--- config.mk ---
export PLATFORM = sky130hd
export DESIGN_NAME = playback_start_stop_scheduler
export DESIGN_NICKNAME = d
export VERILOG_FILES = /design/src/sv/psss_pkg.sv /design/src/sv/playback_start_stop_scheduler.sv /design/src/sv/psss_sched.sv /design/src/sv/psss_out.sv
export SDC_FILE = /design/constraint.sdc
export NUM_CORES = 2
export LEC_CHECK = 0
export BUFFER_PORTS_ARGS = -buffer_cell sky130_fd_sc_hd__buf_2
export CAP_MARGIN = 20
export CORE_ASPECT_RATIO = 0.75
export CORE_MARGIN = 2
export CORE_UTILIZATION = 63
export CTS_CLUSTER_SIZE = 30
export DETAILED_ROUTE_END_ITERATION = 16
export PLACE_DENSITY = 0.81
export SLEW_MARGIN = 20
export SYNTH_ARGS = -nofsm -noshare
export SYNTH_HDL_FRONTEND = slang
export SYNTH_SLANG_ARGS = --single-unit
--- constraint.sdc ---
create_clock -name aclk -period 14.4 [get_ports aclk]
set_input_delay 0 -clock aclk [delete_from_list [all_inputs] [get_ports aclk]]
set_output_delay 0 -clock aclk [all_outputs]
set_load 0.02 [all_outputs]
--- src/sv/psss_pkg.sv ---
package psss_pkg;

    localparam int FRAME_BITS_DEF = 64;
    localparam int CUR_FRAME_W    = 64;
    localparam int DELAY_W        = 48;
    localparam int MODE_W         = 3;
    localparam int PHASE_W        = 3;
    localparam int LEN_W          = 13;
    localparam int OFF_W          = 12;
    localparam int CFG_IDX_W      = 2;
    localparam int CFG_DATA_W     = 13;

    localparam logic [LEN_W-1:0] MAX_QUANTUM   = 13'd4096;
    localparam logic [LEN_W-1:0] QUANTUM_RESET = 13'd128;
    localparam logic [LEN_W-1:0] FADE_RESET    = 13'd64;

    typedef enum logic [CFG_IDX_W-1:0] {
        CFG_QUANTUM  = 2'd0,
        CFG_FADE_IN  = 2'd1,
        CFG_FADE_OUT = 2'd2
    } cfg_index_t;

    typedef enum logic [MODE_W-1:0] {
        MODE_TICK   = 3'd0,
        MODE_START  = 3'd1,
        MODE_STOP   = 3'd2,
        MODE_RESET  = 3'd3,
        MODE_FINISH = 3'd4
    } mode_t;

    typedef enum logic [7:0] {
        PH_UNSCHED   = 8'b0000_0001,
        PH_SCHED     = 8'b0000_0010,
        PH_FADEIN    = 8'b0000_0100,
        PH_PLAYING   = 8'b0000_1000,
        PH_STOPPING  = 8'b0001_0000,
        PH_RESETTING = 8'b0010_0000,
        PH_FINISHING = 8'b0100_0000,
        PH_FINISHED  = 8'b1000_0000
    } phase_t;

    // phase as reported on the result channel
    typedef enum logic [PHASE_W-1:0] {
        PS_UNSCHED   = 3'd0,
        PS_SCHED     = 3'd1,
        PS_FADEIN    = 3'd2,
        PS_PLAYING   = 3'd3,
        PS_STOPPING  = 3'd4,
        PS_RESETTING = 3'd5,
        PS_FINISHING = 3'd6,
        PS_FINISHED  = 3'd7
    } phase_code_t;

    typedef struct packed {
        logic                 processed;
        logic [PHASE_W-1:0]   phase;
        logic [OFF_W-1:0]     render_offset;
        logic [LEN_W-1:0]     render_length;
        logic                 silence_all;
        logic                 fade_in_active;
        logic [LEN_W-1:0]     fade_in_end;
        logic                 fade_out_active;
        logic [LEN_W-1:0]     fade_out_start;
        logic [LEN_W-1:0]     fade_out_end;
        logic                 ended_event;
        logic                 start_notice;
    } result_t;

    function automatic logic [PHASE_W-1:0] phase_code(phase_t p);
        phase_code_t c;
        unique case (p)
            PH_UNSCHED:   c = PS_UNSCHED;
            PH_SCHED:     c = PS_SCHED;
            PH_FADEIN:    c = PS_FADEIN;
            PH_PLAYING:   c = PS_PLAYING;
            PH_STOPPING:  c = PS_STOPPING;
            PH_RESETTING: c = PS_RESETTING;
            PH_FINISHING: c = PS_FINISHING;
            PH_FINISHED:  c = PS_FINISHED;
            default:      c = PS_UNSCHED;
        endcase
        return c;
    endfunction

endpackage

--- src/sv/playback_start_stop_scheduler.sv ---
// Start/stop scheduler for one audio source. Each transaction on the s_ channel is a quantum
// tick (mode 0, carrying the current frame) or a start, stop, reset or finish command, and
// gives exactly one transaction on the m_ channel. A tick later than the last epoch reports
// the new phase, the rendered span of the quantum and the fade-in/fade-out windows clamped to
// the quantum; stale ticks and commands report zeros apart from the ended and start flags.
// One item is taken every cycle while the m_ channel is not stalled. An accepted item waits in
// the input register; as it moves on, the phase and frame registers are updated and its result
// is registered in the output register, which drives the m_ channel. Registers are written
// through the cfg_ channel, which is always ready; the user must write them only while no item
// is in flight, as the block itself does not enforce it.
module playback_start_stop_scheduler #(
    parameter int FRAME_BITS = psss_pkg::FRAME_BITS_DEF
) (
    input  logic                                  aclk,
    input  logic                                  aresetn,

    input  logic                                  cfg_valid,
    output logic                                  cfg_ready,
    input  logic [psss_pkg::CFG_IDX_W-1:0]        cfg_index,
    input  logic [psss_pkg::CFG_DATA_W-1:0]       cfg_data,

    input  logic                                  s_valid,
    output logic                                  s_ready,
    input  logic [psss_pkg::MODE_W-1:0]           s_mode,
    input  logic [psss_pkg::CUR_FRAME_W-1:0]      s_current_frame,
    input  logic signed [psss_pkg::DELAY_W-1:0]   s_delay_frames,
    input  logic                                  s_cancel,

    output logic                                  m_valid,
    input  logic                                  m_ready,
    output logic                                  m_processed,
    output logic [psss_pkg::PHASE_W-1:0]          m_phase,
    output logic [psss_pkg::OFF_W-1:0]            m_render_offset,
    output logic [psss_pkg::LEN_W-1:0]            m_render_length,
    output logic                                  m_silence_all,
    output logic                                  m_fade_in_active,
    output logic [psss_pkg::LEN_W-1:0]            m_fade_in_end,
    output logic                                  m_fade_out_active,
    output logic [psss_pkg::LEN_W-1:0]            m_fade_out_start,
    output logic [psss_pkg::LEN_W-1:0]            m_fade_out_end,
    output logic                                  m_ended_event,
    output logic                                  m_start_notice
);

    logic [psss_pkg::LEN_W-1:0] quantum_reg, fade_in_reg, fade_out_reg;

    logic                                 in_valid_reg, in_valid_next;
    logic [psss_pkg::MODE_W-1:0]          mode_reg;
    logic [FRAME_BITS-1:0]                frame_reg;
    logic signed [psss_pkg::DELAY_W-1:0]  delay_reg;
    logic                                 cancel_reg;

    logic              fire, can_load;
    psss_pkg::result_t result, m_result;

    assign cfg_ready = 1'b1;

    always_ff @(posedge aclk) begin
        if (!aresetn) begin
            quantum_reg  <= psss_pkg::QUANTUM_RESET;
            fade_in_reg  <= psss_pkg::FADE_RESET;
            fade_out_reg <= psss_pkg::FADE_RESET;
        end else if (cfg_valid) begin
            unique case (psss_pkg::cfg_index_t'(cfg_index))
                psss_pkg::CFG_QUANTUM:  quantum_reg  <= cfg_data;
                psss_pkg::CFG_FADE_IN:  fade_in_reg  <= cfg_data;
                psss_pkg::CFG_FADE_OUT: fade_out_reg <= cfg_data;
                default: ;
            endcase
        end
    end

    // input register frees up in the same cycle its item moves to the result register
    assign fire          = in_valid_reg && can_load;
    assign s_ready       = !in_valid_reg || fire;
    assign in_valid_next = (s_valid && s_ready) || (in_valid_reg && !fire);

    always_ff @(posedge aclk) begin
        if (!aresetn) begin
            in_valid_reg <= 1'b0;
        end else begin
            in_valid_reg <= in_valid_next;
        end
    end

    always_ff @(posedge aclk) begin
        if (s_valid && s_ready) begin
            mode_reg   <= s_mode;
            frame_reg  <= s_current_frame[FRAME_BITS-1:0];
            delay_reg  <= s_delay_frames;
            cancel_reg <= s_cancel;
        end
    end

    psss_sched #(
        .FRAME_BITS(FRAME_BITS)
    ) u_sched (
        .aclk            (aclk),
        .aresetn         (aresetn),
        .advance         (fire),
        .mode            (mode_reg),
        .frame           (frame_reg),
        .delay_frames    (delay_reg),
        .cancel          (cancel_reg),
        .quantum_length  (quantum_reg),
        .fade_in_length  (fade_in_reg),
        .fade_out_length (fade_out_reg),
        .result          (result)
    );

    psss_out u_out (
        .aclk     (aclk),
        .aresetn  (aresetn),
        .load     (fire),
        .result   (result),
        .can_load (can_load),
        .m_valid  (m_valid),
        .m_ready  (m_ready),
        .m_result (m_result)
    );

    assign m_processed       = m_result.processed;
    assign m_phase           = m_result.phase;
    assign m_render_offset   = m_result.render_offset;
    assign m_render_length   = m_result.render_length;
    assign m_silence_all     = m_result.silence_all;
    assign m_fade_in_active  = m_result.fade_in_active;
    assign m_fade_in_end     = m_result.fade_in_end;
    assign m_fade_out_active = m_result.fade_out_active;
    assign m_fade_out_start  = m_result.fade_out_start;
    assign m_fade_out_end    = m_result.fade_out_end;
    assign m_ended_event     = m_result.ended_event;
    assign m_start_notice    = m_result.start_notice;

endmodule

--- src/sv/psss_sched.sv ---
module psss_sched #(
    parameter int FRAME_BITS = psss_pkg::FRAME_BITS_DEF
) (
    input  logic                                 aclk,
    input  logic                                 aresetn,
    input  logic                                 advance,
    input  logic [psss_pkg::MODE_W-1:0]          mode,
    input  logic [FRAME_BITS-1:0]                frame,
    input  logic signed [psss_pkg::DELAY_W-1:0]  delay_frames,
    input  logic                                 cancel,
    input  logic [psss_pkg::LEN_W-1:0]           quantum_length,
    input  logic [psss_pkg::LEN_W-1:0]           fade_in_length,
    input  logic [psss_pkg::LEN_W-1:0]           fade_out_length,
    output psss_pkg::result_t                    result
);

    localparam int MAG_W = psss_pkg::DELAY_W - 1;
    localparam int SUM_W = ((FRAME_BITS > MAG_W) ? FRAME_BITS : MAG_W) + 1;
    localparam logic [FRAME_BITS-1:0] NEVER = '1;
    localparam int LW = psss_pkg::LEN_W;
    localparam int OW = psss_pkg::OFF_W;

    psss_pkg::phase_t phase_reg, phase_next;
    logic [FRAME_BITS-1:0] last_epoch_reg, last_epoch_next;
    logic [FRAME_BITS-1:0] start_frame_reg, start_frame_next;
    logic [FRAME_BITS-1:0] stop_frame_reg, stop_frame_next;

    logic [LW-1:0] q, fi, fo;
    logic [MAG_W-1:0] delay_mag;
    logic [SUM_W-1:0] sum;
    logic [FRAME_BITS-1:0] epoch_sum;

    logic fresh, start_due, start_near, stop_due, stop_near, stop_reach;
    logic [FRAME_BITS-1:0] start_diff, stop_diff;

    logic tick_ok, ended, notice, silent;
    logic [OW-1:0] off;
    logic [LW-1:0] len;
    logic [LW:0]   fi_sum;
    logic [LW-1:0] fi_end, tail_start, fo_start;

    // register values out of range are clamped on use
    assign q  = (quantum_length > psss_pkg::MAX_QUANTUM) ? psss_pkg::MAX_QUANTUM :
                (quantum_length == '0) ? LW'(1) : quantum_length;
    assign fi = (fade_in_length > psss_pkg::MAX_QUANTUM) ? psss_pkg::MAX_QUANTUM
                                                          : fade_in_length;
    assign fo = (fade_out_length > psss_pkg::MAX_QUANTUM) ? psss_pkg::MAX_QUANTUM
                                                           : fade_out_length;

    // epoch plus delay, negative delay as zero, saturating at never
    assign delay_mag = delay_frames[psss_pkg::DELAY_W-1] ? '0 : delay_frames[MAG_W-1:0];
    assign sum       = SUM_W'(last_epoch_reg) + SUM_W'(delay_mag);
    assign epoch_sum = (sum[SUM_W-1:FRAME_BITS] != '0) ? NEVER : sum[FRAME_BITS-1:0];

    assign fresh      = frame > last_epoch_reg;
    assign start_due  = start_frame_reg <= frame;
    assign start_diff = start_frame_reg - frame;
    assign start_near = !start_due && (start_diff < FRAME_BITS'(q));
    assign stop_due   = stop_frame_reg <= frame;
    assign stop_diff  = stop_frame_reg - frame;
    assign stop_near  = !stop_due && (stop_diff < FRAME_BITS'(q));
    assign stop_reach = stop_due || (stop_diff <= FRAME_BITS'(q));

    always_comb begin
        phase_next       = phase_reg;
        last_epoch_next  = last_epoch_reg;
        start_frame_next = start_frame_reg;
        stop_frame_next  = stop_frame_reg;
        off              = '0;
        len              = q;
        tick_ok          = 1'b0;
        ended            = 1'b0;
        notice           = 1'b0;
        unique case (psss_pkg::mode_t'(mode))
            psss_pkg::MODE_TICK: begin
                if (fresh) begin
                    tick_ok         = 1'b1;
                    last_epoch_next = frame;
                    unique case (phase_reg) inside
                        psss_pkg::PH_SCHED: begin
                            if (start_due) begin
                                phase_next = psss_pkg::PH_FADEIN;
                            end else if (start_near) begin
                                off        = start_diff[OW-1:0];
                                len        = q - LW'(start_diff[OW-1:0]);
                                phase_next = psss_pkg::PH_FADEIN;
                            end
                        end
                        psss_pkg::PH_FADEIN, psss_pkg::PH_PLAYING: begin
                            phase_next = psss_pkg::PH_PLAYING;
                            if (stop_due) begin
                                phase_next = psss_pkg::PH_STOPPING;
                            end else if (stop_near) begin
                                len        = stop_diff[LW-1:0];
                                phase_next = psss_pkg::PH_STOPPING;
                            end
                        end
                        psss_pkg::PH_STOPPING: begin
                            if (stop_reach) begin
                                stop_frame_next = NEVER;
                                phase_next      = psss_pkg::PH_UNSCHED;
                                ended           = 1'b1;
                            end
                        end
                        default: ;
                    endcase
                end
            end
            psss_pkg::MODE_START: begin
                notice = 1'b1;
                if (phase_reg != psss_pkg::PH_SCHED && phase_reg != psss_pkg::PH_PLAYING) begin
                    stop_frame_next = NEVER;
                    if (cancel) begin
                        if (phase_reg == psss_pkg::PH_STOPPING ||
                            phase_reg == psss_pkg::PH_RESETTING) begin
                            phase_next = psss_pkg::PH_PLAYING;
                        end
                    end else begin
                        start_frame_next = epoch_sum;
                        phase_next       = psss_pkg::PH_SCHED;
                    end
                end
            end
            psss_pkg::MODE_STOP: begin
                if (phase_reg != psss_pkg::PH_STOPPING && phase_reg != psss_pkg::PH_RESETTING &&
                    phase_reg != psss_pkg::PH_FINISHING && phase_reg != psss_pkg::PH_FINISHED) begin
                    stop_frame_next = cancel ? NEVER : epoch_sum;
                end
            end
            psss_pkg::MODE_RESET: begin
                start_frame_next = NEVER;
                stop_frame_next  = NEVER;
                if (phase_reg != psss_pkg::PH_UNSCHED) begin
                    phase_next = psss_pkg::PH_RESETTING;
                end
            end
            psss_pkg::MODE_FINISH: begin
                if (phase_reg != psss_pkg::PH_FINISHED) begin
                    phase_next = psss_pkg::PH_FINISHING;
                end
                ended = 1'b1;
            end
            default: ;
        endcase
    end

    // fade windows, clamped to the quantum
    assign silent     = (phase_next == psss_pkg::PH_UNSCHED) || (phase_next == psss_pkg::PH_SCHED) ||
                        (phase_next == psss_pkg::PH_FINISHED);
    assign fi_sum     = (LW+1)'(off) + (LW+1)'(fi);
    assign fi_end     = (fi_sum > (LW+1)'(q)) ? q : fi_sum[LW-1:0];
    assign tail_start = LW'(off) + len;
    assign fo_start   = (tail_start >= fo) ? (tail_start - fo) : '0;

    always_comb begin
        result              = '0;
        result.ended_event  = ended;
        result.start_notice = notice;
        if (tick_ok) begin
            result.processed = 1'b1;
            result.phase     = psss_pkg::phase_code(phase_next);
            if (silent) begin
                result.silence_all = 1'b1;
            end else begin
                result.render_offset = off;
                result.render_length = len;
                if ((off != '0 || phase_next == psss_pkg::PH_FADEIN) && fi_end > LW'(off)) begin
                    result.fade_in_active = 1'b1;
                    result.fade_in_end    = fi_end;
                end
                if ((tail_start != q || phase_next == psss_pkg::PH_STOPPING) &&
                    tail_start > fo_start) begin
                    result.fade_out_active = 1'b1;
                    result.fade_out_start  = fo_start;
                    result.fade_out_end    = tail_start;
                end
            end
        end
    end

    always_ff @(posedge aclk) begin
        if (!aresetn) begin
            phase_reg       <= psss_pkg::PH_UNSCHED;
            last_epoch_reg  <= '0;
            start_frame_reg <= NEVER;
            stop_frame_reg  <= NEVER;
        end else if (advance) begin
            phase_reg       <= phase_next;
            last_epoch_reg  <= last_epoch_next;
            start_frame_reg <= start_frame_next;
            stop_frame_reg  <= stop_frame_next;
        end
    end

endmodule

--- src/sv/psss_out.sv ---
module psss_out (
    input  logic              aclk,
    input  logic              aresetn,
    input  logic              load,
    input  psss_pkg::result_t result,
    output logic              can_load,
    output logic              m_valid,
    input  logic              m_ready,
    output psss_pkg::result_t m_result
);

    logic              valid_reg, valid_next;
    psss_pkg::result_t result_reg;

    assign can_load   = !valid_reg || m_ready;
    assign valid_next = load || (valid_reg && !m_ready);

    always_ff @(posedge aclk) begin
        if (!aresetn) begin
            valid_reg <= 1'b0;
        end else begin
            valid_reg <= valid_next;
        end
    end

    always_ff @(posedge aclk) begin
        if (load) begin
            result_reg <= result;
        end
    end

    assign m_valid  = valid_reg;
    assign m_result = result_reg;

endmodule

After elaboration in Yosys (flattened, before gate mapping)
Index checks and enable logic that the tools add are counted.
{"block": "classes", "n_addsub": 7, "magnitude_cmp": 13, "n_eq_ne": 33, "mux": 57, "n_bitwise": 3, "n_reduce_logical": 44}
{"op": "2-to-1 mux 64 bit", "n": 9}
{"op": "case mux 64 bit (4 select lines)", "n": 1}
{"op": "2-to-1 mux 13 bit", "n": 12}
{"op": "less-or-equal comparator 64 bit", "n": 2}
{"op": "< comparator 64 x 13 -> 1 bit", "n": 2}
{"op": "case mux 64 bit (2 select lines)", "n": 1}
{"op": "subtractor 64 bit", "n": 2}
{"op": "2-to-1 mux 8 bit", "n": 10}
{"op": "2-to-1 mux 71 bit", "n": 1}
{"op": "adder 64 x 47 -> 65 bit", "n": 1}
{"op": "> comparator 64 bit", "n": 1}
{"op": "less-or-equal comparator 64 x 13 -> 1 bit", "n": 1}
{"op": "2-to-1 mux 12 bit", "n": 5}
{"op": "2-to-1 mux 47 bit", "n": 1}
{"op": "2-to-1 mux 41 bit", "n": 1}
{"op": "> comparator 13 bit (second input constant)", "n": 3}
{"op": "case mux 8 bit (4 select lines)", "n": 1}
{"op": "2-to-1 mux 27 bit", "n": 1}
{"op": "case mux 13 bit (2 select lines)", "n": 1}
{"op": "2-to-1 mux 25 bit", "n": 1}
{"op": "case mux 8 bit (3 select lines)", "n": 1}
{"op": "case mux 3 bit (7 select lines)", "n": 1}
{"op": "equality test 8 x 2 -> 1 bit (second input constant)", "n": 2}
{"op": "equality test 8 x 3 -> 1 bit (second input constant)", "n": 2}
{"op": "49 further kinds", "n": 94}
{"block": "word_totals", "ff_bits": 430, "in_bits": 136, "output_inout_bits": 76, "elab_cells": 182}

Depth between registers and ports, before layout
{"block": "depth", "depth_word": 18, "mapped_depth": 65, "mapped_depth_nobuf": 61}

Hierarchy
From an unflattened synthesis, not the netlist that was laid out.
{"block": "unflattened", "hier_cells": 4244, "area_unflattened_um2": 34301.6}
{"mod": "psss_sched", "n_inst": 1, "cells_per_inst": 3897, "area_per_inst_um2": 27038.4, "seq_area_each_um2": 4003.8}
{"mod": "playback_start_stop_scheduler", "n_inst": 1, "cells_per_inst": 270, "area_per_inst_um2": 5022.3, "seq_area_each_um2": 4284.1}
{"mod": "psss_out", "n_inst": 1, "cells_per_inst": 77, "area_per_inst_um2": 2240.9, "seq_area_each_um2": 2212.1}

Worst setup path before layout
No wires, ideal clock.
{"block": "synth_timing", "path_kind": "reg2reg", "from": "register frame_reg[0]", "to": "register u_out.result_reg (netlist bit u_out.m_result[33]) (data pin)", "setup_time_ns": 0.266, "arrival_time_ns": 10.495, "required_ns": 14.134, "path_slack_ns": 3.638, "path_stages_with_launch": 63, "n_path_buf": 4, "period_less_slack_ns": 10.762, "cell_sequence": "edfxtp_1 -> ha_1 -> inv_1 -> fa_1 -> a211oi_1 -> nor3_1 -> nor2_1 -> o21ai_0 -> xnor2_1 -> inv_1 -> ha_1 -> nor2b_1 -> o21ai_0 -> nand2b_1 -> a2111oi_0 -> nand4_1 -> nor4_1 -> nand4_1 -> [27 not listed] -> ha_1 -> nor2b_1 -> o21a_1 -> o21a_1 -> o21a_1 -> o21a_1 -> o21ai_0 -> nand2b_1 -> a21oi_1 -> nor2b_1 -> o21ai_0 -> nand2b_1 -> a21oi_1 -> nor2b_1 -> o32ai_1 -> a21o_1 -> clkbuf_1 -> nor2b_1"}
{"block": "synth_between", "elab_chain_len": 15, "word_cells_on_any_way": 44, "cone_classes": "3 x add/sub; 8 x order compare; 4 x eq/ne; 16 x mux; 2 x bitwise; 11 x reduce/logical"}
{"item": "start: declaration", "line": "playback_start_stop_scheduler.sv:49", "source": "logic [FRAME_BITS-1:0] frame_reg;"}
{"item": "start signal: assignment", "line": "playback_start_stop_scheduler.sv:89", "source": "frame_reg <= s_current_frame[FRAME_BITS-1:0];"}
{"item": "subtractor 64 bit / less-or-equal comparator 64 bit (equally long branches)", "line": "psss_sched.sv:57, psss_sched.sv:56"}
{"item": "< comparator 64 x 13 -> 1 bit / zero test 1 bit (equally long branches)", "line": "psss_sched.sv:58", "source": "assign start_near = !start_due && (start_diff < FRAME_BITS'(q));"}
{"item": "logical AND 1 bit", "line": "psss_sched.sv:58"}
{"item": "2-to-1 mux 12 bit", "line": "psss_sched.sv:83", "source": "end else if (start_near) begin"}
{"item": "2-to-1 mux 12 bit", "line": "psss_sched.sv:81", "source": "if (start_due) begin"}
{"item": "2-to-1 mux 12 bit", "line": "psss_sched.sv:79", "source": "unique case (phase_reg) inside"}
{"item": "2-to-1 mux 12 bit (*)", "line": "psss_sched.sv:76", "source": "if (fresh) begin"}
{"item": "2-to-1 mux 12 bit (*)", "line": "psss_sched.sv:74", "source": "unique case (psss_pkg::mode_t'(mode))"}
{"item": "named net u_sched.off[0]", "line": "psss_sched.sv:37", "source": "logic [OW-1:0] off;"}
{"item": "adder 12 x 13 -> 14 bit", "line": "psss_sched.sv:150", "source": "assign fi_sum = (LW+1)'(off) + (LW+1)'(fi);"}
{"item": "> comparator 14 x 13 -> 1 bit", "line": "psss_sched.sv:151", "source": "assign fi_end = (fi_sum > (LW+1)'(q)) ? q : fi_sum[LW-1:0];"}
{"item": "2-to-1 mux 13 bit", "line": "psss_sched.sv:151"}
{"item": "> comparator 13 x 12 -> 1 bit", "line": "psss_sched.sv:167", "source": "if ((off != '0 || phase_next == psss_pkg::PH_FADEIN) && fi_end > LW'(off)) begin"}
{"item": "logical AND 1 bit", "line": "psss_sched.sv:167"}
{"item": "inverter 1 bit (no line)"}
{"item": "OR reduction 3 bit (no line)"}
{"item": "end signal: assignment", "line": "psss_out.sv:28", "source": "result_reg <= result;"}
{"item": "end: declaration", "line": "psss_out.sv:13", "source": "psss_pkg::result_t result_reg;"}
The timed path passes the listed nets; every way through them passes the cells marked *.
A chain may end at the register's enable or synchronous reset.

Final worst setup path
{"block": "layout_timing", "from": "register frame_reg[0]", "to": "register u_out.result_reg (netlist bit u_out.m_result[35]) (data pin)"}
{"block": "layout_between", "elab_chain_len": 15, "word_cells_on_any_way": 44, "cone_classes": "3 x add/sub; 8 x order compare; 4 x eq/ne; 16 x mux; 2 x bitwise; 11 x reduce/logical"}
{"item": "subtractor 64 bit / less-or-equal comparator 64 bit (equally long branches)", "line": "psss_sched.sv:57, psss_sched.sv:56"}
{"item": "< comparator 64 x 13 -> 1 bit / zero test 1 bit (equally long branches)", "line": "psss_sched.sv:58"}
{"item": "logical AND 1 bit", "line": "psss_sched.sv:58"}
{"item": "2-to-1 mux 12 bit", "line": "psss_sched.sv:83"}
{"item": "2-to-1 mux 12 bit", "line": "psss_sched.sv:81"}
{"item": "2-to-1 mux 12 bit", "line": "psss_sched.sv:79"}
{"item": "2-to-1 mux 12 bit (*)", "line": "psss_sched.sv:76"}
{"item": "2-to-1 mux 12 bit (*)", "line": "psss_sched.sv:74"}
{"item": "named net u_sched.off[1]", "line": "psss_sched.sv:37"}
{"item": "adder 12 x 13 -> 14 bit (*)", "line": "psss_sched.sv:150"}
{"item": "> comparator 14 x 13 -> 1 bit", "line": "psss_sched.sv:151"}
{"item": "2-to-1 mux 13 bit (*)", "line": "psss_sched.sv:151"}
{"item": "named net u_sched.fi_end[1]", "line": "psss_sched.sv:40", "source": "logic [LW-1:0] fi_end, tail_start, fo_start;"}
{"item": "> comparator 13 x 12 -> 1 bit (*)", "line": "psss_sched.sv:167"}
{"item": "logical AND 1 bit (*)", "line": "psss_sched.sv:167"}
{"item": "inverter 1 bit (no line) (*)"}
{"item": "OR reduction 3 bit (no line) (*)"}
Marks and branches as above.

==> run metrics <==
Syn Inst Count=around 4300; H-tree levels=2; Root Driver=clkbuf_16; Layout Utilization=0.7200; average wire per standard cell=23.50 um; Period minus WS final=12.85 ns; crit path max-delay cell type=o21a_1; most common cell in the netlist=nand2_1; clock tree sinks=430; Async SR Flop Fraction=0; leakage=15.48 nW; Synth warnings=0; crit end category=flop; Net Count, Synth=between 4000 and 5000; final WL=~120 mm; GRT Overall Usage=0.4314; Clock Latency Late Sink=about 0.61 ns; Setup Viol. Count Final=0; fraction of layout cells with a size suffix above 1=0.08122; Yosys top cell by area=edfxtp_1; WHS=between 0.03 and 0.04 ns; drt initial violations=5127; Final Hold Fails=0; cells taking the most area after synthesis=edfxtp_1, dfxtp_1, ha_1; final instance area=approximately 0.038 mm2; Seq pwr share=0.406; Die Ht=205.3 um; I/O Buffers=210; clock skew=about 0.030 ns; Top FF cell, synth=dfxtp_1; io pins=212; Largest register FFs=between 70 and 80; EDFF count, synth=189; Final nets=between 5000 and 6000; core area=around 0.053 mm2; DIE AREA=~0.056 mm2; Max Root-Sink Buffers=3; # fillers=between 4000 and 5000; initial antenna violation count=4; startpoint type of the worst setup path=flop; register area share after synthesis=0.3083; status=finished clean; Worst EP arrival=approximately 13 ns; total CTS buffers=44; Slew Viols, Final=0; cell row count=between 70 and 80; Max-Cap Viols=0; drt pass-1 iters=6; WP data required=14.71 ns; Distinct cells, synth=98; type of the most critical hold path=input pin to flop; Avg Inst Size Synth=7.973 um2; Switching Share=0.3276; Worst slew margin=0.1430; vias in the first global route=32640; Post-Syn Area=roughly 0.034 mm2; first-pass GRT wire length=approximately 190 mm; DR vias/cell=6.726; Commonest cells post-synth=nand2_1, a21oi_1, ha_1; PwrDens=around 86 mW/mm2; DR vias=35350; post-detail-place hpwl=91.51 mm; placed instance area=about 0.036 mm2; RSZ-0062 raised after global routing=no; CTS tree=done; setup tns final=0 ns; Design Power=about 3.3 mW; Final period util=0.8925; total congestion overflow=0; max incr delay on CP=roughly 0.63 ns; combinational share of power=0.253; Clock power frac=0.341; P_int=2.225 mW; Slew @ Worst Pin=~1.3 ns; GPL Wtd Cong=between 1 and 1.5; Initial Util=0.6406; Sw Pwr=1.084 mW; crit-path max FO=23; die extent in x=between 200 and 300 um; FF+latch count, synth=between 400 and 500; Crit Path Category=flop to flop; post-route ant nets=0; Worst path most repeated cell=a21oi_1; fmax=~78 MHz; Yosys top cell area share=0.1667; largest net degree at the start of global routing=79; Max VDD drop=about 0.10 mV; P&R area growth vs syn=12.39%; Worst-path clk slew=around 0.070 ns; antenna cells=0; DRC=0
-- per-stage QoR --
step	worst slack, ns	cells
6_report	1.547	5255
5_1_grt	0.3718	5255
4_1_cts	1.789	5255
3_5_place_dp	1.888	5037
3_3_place_gp	2.298	5036
2_1_floorplan	3.638	4271
-- cell type report --
| type | instances | area [um2] | area share |
|---|---|---|---|
| inverters | 279 | 1049 | 0.02740 |
| clock buffers | 62 | 1240 | 0.03240 |
| flip-flops and latches | 430 | 10500 | 0.2744 |
| well taps | 712 | 890.9 | 0.02328 |
| clock inverters | 20 | 135.1 | 0.003531 |
| repair buffers | 379 | 2670 | 0.06977 |
| multi-input cells | 3373 | 21790 | 0.5693 |
-- final timing paths --
check / from / to / slack (ns) / depth (start not counted)
worst max-delay path: frame_reg[0]$_DFFE_PP_ / u_out.m_result[35]$_SDFFCE_PP0P_ / 1.55 / 58
worst min-delay path: cfg_valid / fade_out_reg[10]$_SDFFE_PN0P_ / 0.03 / 4
worst max register to register: frame_reg[0]$_DFFE_PP_ / u_out.m_result[35]$_SDFFCE_PP0P_ / 1.55 / 58
worst min register to register: fade_in_reg[11]$_SDFFE_PN0P_ / fade_in_reg[11]$_SDFFE_PN0P_ / 0.46 / 2
-- cells in the final DEF, fill, tap and decap left out, types with 48 or more instances in the layout --
cell type	Yosys	layout
xor2_1	48	48
edfxtp_1	189	189
ha_1	351	351
xnor2_1	119	119
o22ai_1	100	100
nor2b_1	122	122
dlygate4sd3_1	0	136
o21ai_0	205	204
nand4_1	111	111
buf_2	17	209
inv_1	278	277
nand2_1	616	615
a21o_1	108	108
nor3_1	105	105
nand3_1	78	78
a21oi_1	455	455
o21a_1	64	64
dfxtp_1	241	241
nor2_1	258	257
-- what timing repair did --
action                                  4_1_cts  5_1_grt
resized for setup                             0        0
endpoints found under the hold margin       176        0
endpoints found under the setup margin        0        0
hold buffers                                136        0
buffers inserted                              0        0
-- per-layer routing --
layer | GRT usage | share of wire
met1 | 0.6307 | 0.43
met4 | 0.1207 | 0.030
met2 | 0.6210 | 0.40
met3 | 0.1155 | 0.14
met5 | 0 | 0.00034
-- power groups by stage --
stage | Sequential [mW] | Clock [mW] | Combinational, mW
floorplan | 1.37 | 0 | 0.527
global placement | 1.37 | 0 | 0.759
detailed placement | 1.37 | 0 | 0.760
CTS | 1.34 | 1.13 | 0.794
global route | 1.35 | 1.17 | 0.897
finish | 1.34 | 1.13 | 0.836
-- critical path: cells and delay by family (launching register included) --
kind	cells	cell delay [ns]
AOI/OAI and AO/OA	28	5.73
DFF	1	0.41
xor gates and xnor gates	2	0.61
adders and majority gates	6	1.86
and+or+nand+nor	17	3.09
buffers and inverters	4	0.56
muxes	1	0.30
-- logic make-up (layout without fill, tap and decap cells) --
kind of cell	Yosys count	count (layout)	share of synthesized area
and+or+nand+nor	1536	1536	0.2157
AOI/OAI and AO/OA	1286	1286	0.2393
buffers and inverters	468	740	0.05280
DFF	430	430	0.3083
adders and majority gates	358	358	0.1331
xor gates and xnor gates	167	167	0.04295
muxes	25	25	0.007642
other	1	1	0.0001101
(Power assumes the default switching activity.)
